[src/sv/vra_pkg.sv]
// Shared types and constants for the value rank assigner.
package vra_pkg;

  localparam int VAL_W         = 32;
  localparam int IDX_W         = 6;
  localparam int CNT_W         = IDX_W + 1;
  localparam int MAX_ITEMS_DEF = 64;

  // Input word: one value of the list
  typedef struct packed {
    logic signed [VAL_W-1:0] sample_value;
    logic                    final_item;
  } in_word_t;

  // Output word: one ranked entry
  typedef struct packed {
    logic [IDX_W-1:0] rank;
    logic [IDX_W-1:0] position;
    logic             end_of_run;
    logic             overflow;
  } out_word_t;

  // Token that walks the cell chain, one cell per cycle
  typedef struct packed {
    logic                    live;
    logic                    store;
    logic                    last;
    logic [IDX_W-1:0]        pos;
    logic signed [VAL_W-1:0] value;
    logic [IDX_W-1:0]        smaller;
  } token_t;

endpackage

[src/sv/vra_cell.sv]
// One list entry: stored value, running rank, and a token stage to its neighbor.
module vra_cell #(
  parameter int CELL_IDX = 0
) (
  input  logic                    clk,
  input  logic                    rst,
  input  vra_pkg::token_t         tok_in,
  output vra_pkg::token_t         tok_out,
  input  logic                    shift,
  input  logic [vra_pkg::IDX_W-1:0] rank_in,
  output logic [vra_pkg::IDX_W-1:0] rank_out
);
  import vra_pkg::*;

  logic signed [VAL_W-1:0] value;
  logic [IDX_W-1:0]        rank;
  logic                    hit_own;
  logic                    hit_past;
  logic                    is_less;
  token_t                  tok_next;

  assign hit_own  = tok_in.live && tok_in.store && (tok_in.pos == IDX_W'(CELL_IDX));
  assign hit_past = tok_in.live && tok_in.store && (tok_in.pos > IDX_W'(CELL_IDX));
  assign is_less  = value < tok_in.value;

  // Count this entry into the passing token when it is smaller
  always_comb begin
    tok_next = tok_in;
    if (hit_past && is_less) begin
      tok_next.smaller = tok_in.smaller + IDX_W'(1);
    end
  end

  // Advance the token one cell
  always_ff @(posedge clk) begin
    if (rst) begin
      tok_out <= '0;
    end else begin
      tok_out <= tok_next;
    end
  end

  // Store the entry, bump its rank, or shift ranks toward the output
  always_ff @(posedge clk) begin
    if (rst) begin
      rank <= '0;
    end else if (shift) begin
      rank <= rank_in;
    end else if (hit_own) begin
      rank <= tok_in.smaller;
    end else if (hit_past && !is_less) begin
      rank <= rank + IDX_W'(1);
    end
  end

  always_ff @(posedge clk) begin
    if (hit_own) begin
      value <= tok_in.value;
    end
  end

  assign rank_out = rank;

endmodule

[config.mk]
export PLATFORM = sky130hd
export DESIGN_NAME = vra_cell
export DESIGN_NICKNAME = d
export VERILOG_FILES = /design/src/sv/vra_pkg.sv /design/src/sv/vra_cell.sv
export SDC_FILE = /design/constraint.sdc
export NUM_CORES = 1
export LEC_CHECK = 0
export BUFFER_PORTS_ARGS = -buffer_cell sky130_fd_sc_hd__buf_2
export CORE_MARGIN = 4
export CORE_UTILIZATION = 51
export DETAILED_ROUTE_END_ITERATION = 10
export GPL_ROUTABILITY_DRIVEN = 0
export PLACE_DENSITY = 0.8
export SLEW_MARGIN = 20
export SYNTH_ARGS = -nofsm -noshare
export SYNTH_HDL_FRONTEND = slang
export SYNTH_SLANG_ARGS = --single-unit
[constraint.sdc]
create_clock -name clk -period 3.2 [get_ports clk]
set_input_delay 0.48 -clock clk [delete_from_list [all_inputs] [get_ports clk]]
set_output_delay 0.48 -clock clk [all_outputs]
set_load 0.01 [all_outputs]
==> results of run 1 <==
==> power breakdown <==
part	internal [uW]	switching [uW]	total, uW
Sequential	1160	17.2	1180
Clock	285	385	670
Combinational	107	134	241
==> cells in the final DEF (no fill, tap or decap), types with 3 or more instances in the layout <==
| cell | instances |
|---|---|
| buf_2 | 108 |
| dfxtp_1 | 53 |
| nor2_1 | 42 |
| inv_1 | 35 |
| ha_1 | 33 |
| edfxtp_1 | 32 |
| a21oi_1 | 22 |
| nor2b_1 | 12 |
| nor3_1 | 9 |
| o21ai_0 | 9 |
| clkbuf_8 | 9 |
| nand2_1 | 8 |
| a211oi_1 | 8 |
| nand3_1 | 6 |
| nand4_1 | 4 |
| or3_1 | 4 |
| mux2i_1 | 4 |
| nand2b_1 | 3 |
| a21o_1 | 3 |
| xor2_1 | 3 |
| buf_4 | 3 |
==> metal layers <==
metal,GRT usage,wire (microns)
met1,0.214,3060
met2,0.309,3580
met3,0.0340,453
met4,0.0678,99
met5,0,0
==> synth_stat cells (2+ instances only) <==
cell type  number
dfxtp_1        53
nor2_1         42
inv_1          35
ha_1           33
edfxtp_1       32
a21oi_1        22
nor2b_1        12
nor3_1          9
o21ai_0         9
a211oi_1        8
nand2_1         8
clkbuf_1        6
nand3_1         6
mux2i_1         4
nand4_1         4
or3_1           4
a21o_1          3
nand2b_1        3
xor2_1          3
buf_1           2
o21a_1          2
o41ai_1         2
xnor2_1         2
==> kinds of logic after synthesis <==
group / share of synthesized area
AND/OR/NAND/NOR: 0.128
flip-flops: 0.571
multiplexers: 0.0184
buffers and inverters: 0.0456
adder cells (fa/ha/maj): 0.117
XOR/XNOR: 0.0124
AO/OA/AOI/OAI: 0.108
==> sequential cells by signal, summed over array words and instances (netlist names) <==
signal	flops
rank_out	6
tok_out	47
value	32
==> worst paths after layout <==
kind                     from  slack (ns)          end  depth (start not counted)
setup / recovery    value[14]        0.48  rank_out[4]                          9
hold / removal     tok_in[18]        0.33    value[12]                          1
hold reg to reg   rank_out[5]        0.57  rank_out[5]                          2
setup reg to reg    value[14]        0.48  rank_out[4]                          9
==> worst max-delay path: stages, from the launching register on <==
cell and delay (ns):
edfxtp_1 0.38, ha_1 0.34, nand4_1 0.12, nor3_1 0.08, a221oi_1 0.32, o211ai_2 0.17, a31oi_4 0.26, mux2_2 0.42
a2111oi_0 0.42, nor3_1 0.09
==> per-stage QoR <==
stage	setup WS (ns)	hold WS [ns]	cells	power, uW	util
4_1_cts	0.474	0.306	519	2110	0.644
2_1_floorplan	0.538	0.557	320	1330	-
3_5_place_dp	0.295	0.555	503	1450	0.618
3_3_place_gp	0.365	0.530	503	1440	0.618
5_1_grt	0.304	0.312	519	2190	0.644
6_report	0.479	0.327	519	2090	0.644
==> area by class of cell <==
| class | instances | area, sq um |
|---|---|---|
| tap | 80 | 100 |
| clock inverter | 7 | 50.0 |
| timing repair buffer | 111 | 563 |
| multi-input combinational | 192 | 1360 |
| inverter | 35 | 131 |
| sequential | 85 | 2020 |
| clock buffer | 9 | 124 |
| fill | 593 | 2410 |
==> reports/summary.txt, run 1 <==
outcome = completed
CTS tree = built
max-cap violation count = 0
Reg clk slew, reported paths = 0.09 ns
Max-slew headroom = 0.643
Initial Util = 0.524
Synth area leader = dfxtp_1
Wirelength per Cell = 13.9 microns
DR vias = 2682
nets@finish = 523
PortBufs = 108
clk_skew = 0.00636 ns
Layout area overhead = 22.8%
WS Path Type = register to register
Max Root-Sink Buffers = 2
Pleak = 0.00207 uW
antenna violations before repair = 0
Worst VDD drop = 0.000267 V
top cells by area, synth = dfxtp_1 (30%), edfxtp_1 (27%), ha_1 (12%)
synthesis-stage register bit count = 85
Yosys top cell area share = 0.300
CTS Root Cell = clkbuf_8
EDFF count, synth = 32
share of cells above drive strength 1 = 0.305
Core Footprint = 6760 sq um
via/cell ratio = 5.17
Max Clock Freq = 367 MHz
DRT iter0 DRCs = 79
syn_area_per_cell = 11.1 sq um
fin. max-slew vios = 0
worst path required time = 3.40 ns
vias in the first global route = 2641
synth warn = 0
Power Density = 480 nW/um^2
Die X = 91.3 microns
setup TNS = 0 ns
period utilization = 0.850
Distinct cells, synth = 39
syn_nets = 409
Skew-Pair Late Insertion Delay = 0.34 ns
Rows = 30
crit path DAT = 2.92 ns
post-synthesis cell area = 3540 sq um
final WL = 7190 microns
Resize count post-CTS = 0
crit start category = register
Routed Antenna Nets = 0
Post-Synthesis Cells = 320
Inserted Clock Buffers = 9
final hold vios = 0
critical path endpoint category = register
area post-placement = 4180 sq um
Post-synth ARST share = 0
HPWL Detailed = 5550 microns
post-CTS setup buffers = 0
worst min-delay path class = input pin to register
Post-synth top flop = dfxtp_1
gr ovfl total = 0
RSZ-0062 raised after global routing = no
register area share after synthesis = 0.571
first-pass detailed-route iteration total = 5
Final Critical Period = 2.72 ns
pin count of the biggest net entering global routing = 30
Slew @ Worst Pin = 0.524 ns
Die H = 91.3 microns
GRT Util Overall = 0.177
# H-tree levels = 3
final-report setup violation count = 0
CTS Hold Bufs = 0
Post-route DRC = 0
worst-path fanout max = 6
Top Ports = 109
die area = 8340 sq um
Finished Cell Area = 4350 sq um
clock sink count = 85
wire length of the first global-routing pass = 11900 microns
ANT cells = 0
Note: power is estimated with default switching activity, not from simulation.
==> run 2, diff against run 1 <==
- GPL_TIMING_DRIVEN: default -> 0
==> run 2 against run 1 <==
First-iteration DRC count decreased by 6.3%. Clock skew increased by 0.0026 ns. Register-to-register slack got worse by 0.05 ns. Cell area increased by 0.63%. Highest routed layer unchanged. Sequential power about the same. Via count increased by 0.86%. Die area unchanged. Clock power increased by 14%. Combinational power increased by 2%. Utilization increased by 0.41 points. Maximum frequency decreased by 1.7%. Total power increased by 4.5%.
==> reports/summary.txt, run 2 (synthesized netlist as in run 1, its figures left out) <==
outcome = completed
Reg clk slew, reported paths = 0.09 ns (about the same)
crit path DAT = 2.99 ns (+0.07 ns)
nets@finish = 527 (+0.76%)
largest reg by FF count = tok_out
CTS tree = built
worst-path fanout max = 6 (unchanged)
reg2reg start = value[13]
worst reg2reg path endpoint = rank_out[4]
Routed Antenna Nets = 0 (unchanged)
Pleak = 0.00207 uW (about the same)
Slowest cell on crit path = mux2_2
placed insts = 507 (+0.80%)
max-cap violation count = 0 (unchanged)
max reg flops = 47 (unchanged)
final hold slack = 0.312 ns (-0.0146 ns)
GRT Util Overall = 0.188 (+0.0113)
crit start category = register
Seq. cell area = 2020 sq um (unchanged)
Final Critical Period = 2.77 ns (+0.0473 ns)
period utilization = 0.865 (+0.0148)
die area = 8340 sq um (unchanged)
RSZ-0062 raised after global routing = no
worst min-delay path class = input pin to register
DR vias = 2705 (+0.86%)
most common cell after layout, fill and taps aside = buf_2
CTS Root Cell = clkbuf_8
depth of the most critical reg-to-reg path = 9 (unchanged)
Skew-Pair Late Insertion Delay = 0.35 ns (about the same)
Inserted Clock Buffers = 9 (unchanged)
Max Clock Freq = 361 MHz (-1.7%)
post-CTS setup buffers = 0 (unchanged)
vias in the first global route = 2719 (+3.0%)
via/cell ratio = 5.17 (about the same)
commonest non-fill, non-tap cells in the layout = buf_2 (107), dfxtp_1 (53), nor2_1 (42), inv_1 (34), ha_1 (33)
number of fill cells = 570 (-3.9%)
share of cells above drive strength 1 = 0.298 (-0.00727)
Die H = 91.3 microns (unchanged)
Post-route DRC = 0 (unchanged)
clock sink count = 85 (unchanged)
Multi-input gate area = 1360 sq um (unchanged)
ANT cells = 0 (unchanged)
Layout area overhead = 23.6%
Max-slew headroom = 0.522 (-0.121)
max incr delay on CP = 0.42 ns (about the same)
Slew @ Worst Pin = 0.716 ns (+0.191 ns)
Core Footprint = 6760 sq um (unchanged)
final WL = 7450 microns (+3.6%)
R2R setup slack = 0.43 ns (-0.05 ns)
wire length of the first global-routing pass = 12500 microns (+4.8%)
DRT iter0 DRCs = 74 (-6.3%)
most frequent CP cell = nor3_1
Resize count post-CTS = 0 (unchanged)
PortBufs = 107 (-0.93%)
CTS Hold Bufs = 0 (unchanged)
Initial Util = 0.524 (unchanged)
Max Root-Sink Buffers = 2 (unchanged)
# H-tree levels = 3 (unchanged)
Power Density = 499 nW/um^2 (+3.9%)
WS Path Type = register to register
Hold Path Sink = value[14]
pin count of the biggest net entering global routing = 33 (+10%)
gr ovfl total = 0 (unchanged)
antenna violations before repair = 0 (unchanged)
Worst Hold Launch = tok_in[20]
Top Ports = 109 (unchanged)
final hold vios = 0 (unchanged)
post-route insts no fill = 523 (+0.77%)
critical path, cell by cell = ha_1 -> nand4_1 -> nor3_1 -> a221oi_1 -> o211ai_2 -> a31oi_4 -> mux2_2 -> a2111oi_0 -> nor3_1
Die X = 91.3 microns (unchanged)
Min-Delay Path Depth = 1 (unchanged)
HPWL Detailed = 5780 microns (+4.2%)
Worst VDD drop = 0.000283 V (+5.8%)
Rows = 30 (unchanged)
critical path endpoint category = register
Wirelength per Cell = 14.2 microns (+2.8%)
clk_skew = 0.00900 ns (+0.00264 ns)
first-pass detailed-route iteration total = 5 (unchanged)
fin. max-slew vios = 0 (unchanged)
worst path required time = 3.42 ns (+0.02 ns)
final-report setup violation count = 0 (unchanged)
run 2: layout make-up:
type	count	area share
plain buffers	8	0.00686
clock buffers	9	0.0283
multi-input cells	192	0.310
well taps	80	0.0229
repair buffers	107	0.122
clock inverters	7	0.0172
flip-flops and latches	85	0.462
inverters	35	0.0300
run 2: where the power goes:
part / switching [uW] / internal (uW) / total, uW
combinational: 136 / 108 / 245
sequential: 16.5 / 1160 / 1180
clock: 398 / 365 / 762
run 2: worst max-delay path by stage:
stage                              to  startpoint  depth (start not counted)
after floorplan              value[0]  tok_in[43]                          5
final                     rank_out[4]   value[13]                          9
after global placement       value[1]  tok_in[43]                          6
after global routing      rank_out[4]   value[13]                          9
after CTS                 rank_out[4]   value[13]                          9
after detailed placement  rank_out[4]  tok_in[20]                         11
run 2: routing by layer:
layer / vias to the layer above / GRT usage / share of wire
li1: 1346 / - / -
met1: 1252 / 0.220 / 0.41
met2: 97 / 0.335 / 0.50
met3: 10 / 0.0365 / 0.064
met4: 0 / 0.0779 / 0.017
met5: - / 0 / 0
run 2: stage by stage:
| step | cell area, sq um | util | TNS, ns | setup slack (ns) | total power [uW] |
|---|---|---|---|---|---|
| after floorplan | 3540 | - | 0 | 0.538 | 1330 |
| after global placement | 4180 | 0.618 | -1.53 | -0.0503 | 1440 |
| after detailed placement | 4180 | 0.618 | 0 | 0.231 | 1450 |
| after CTS | 4380 | 0.648 | 0 | 0.428 | 2200 |
| after global routing | 4380 | 0.648 | 0 | 0.254 | 2280 |
| final | 4380 | 0.648 | 0 | 0.431 | 2180 |
run 2: worst max-delay path, delay by kind of cell (launching register included):
kind / cells / cell delay, ns
flops: 1 / 0.41
fa+ha+maj: 1 / 0.34
simple gates: 3 / 0.29
mux: 1 / 0.42
compound gates: 4 / 1.18
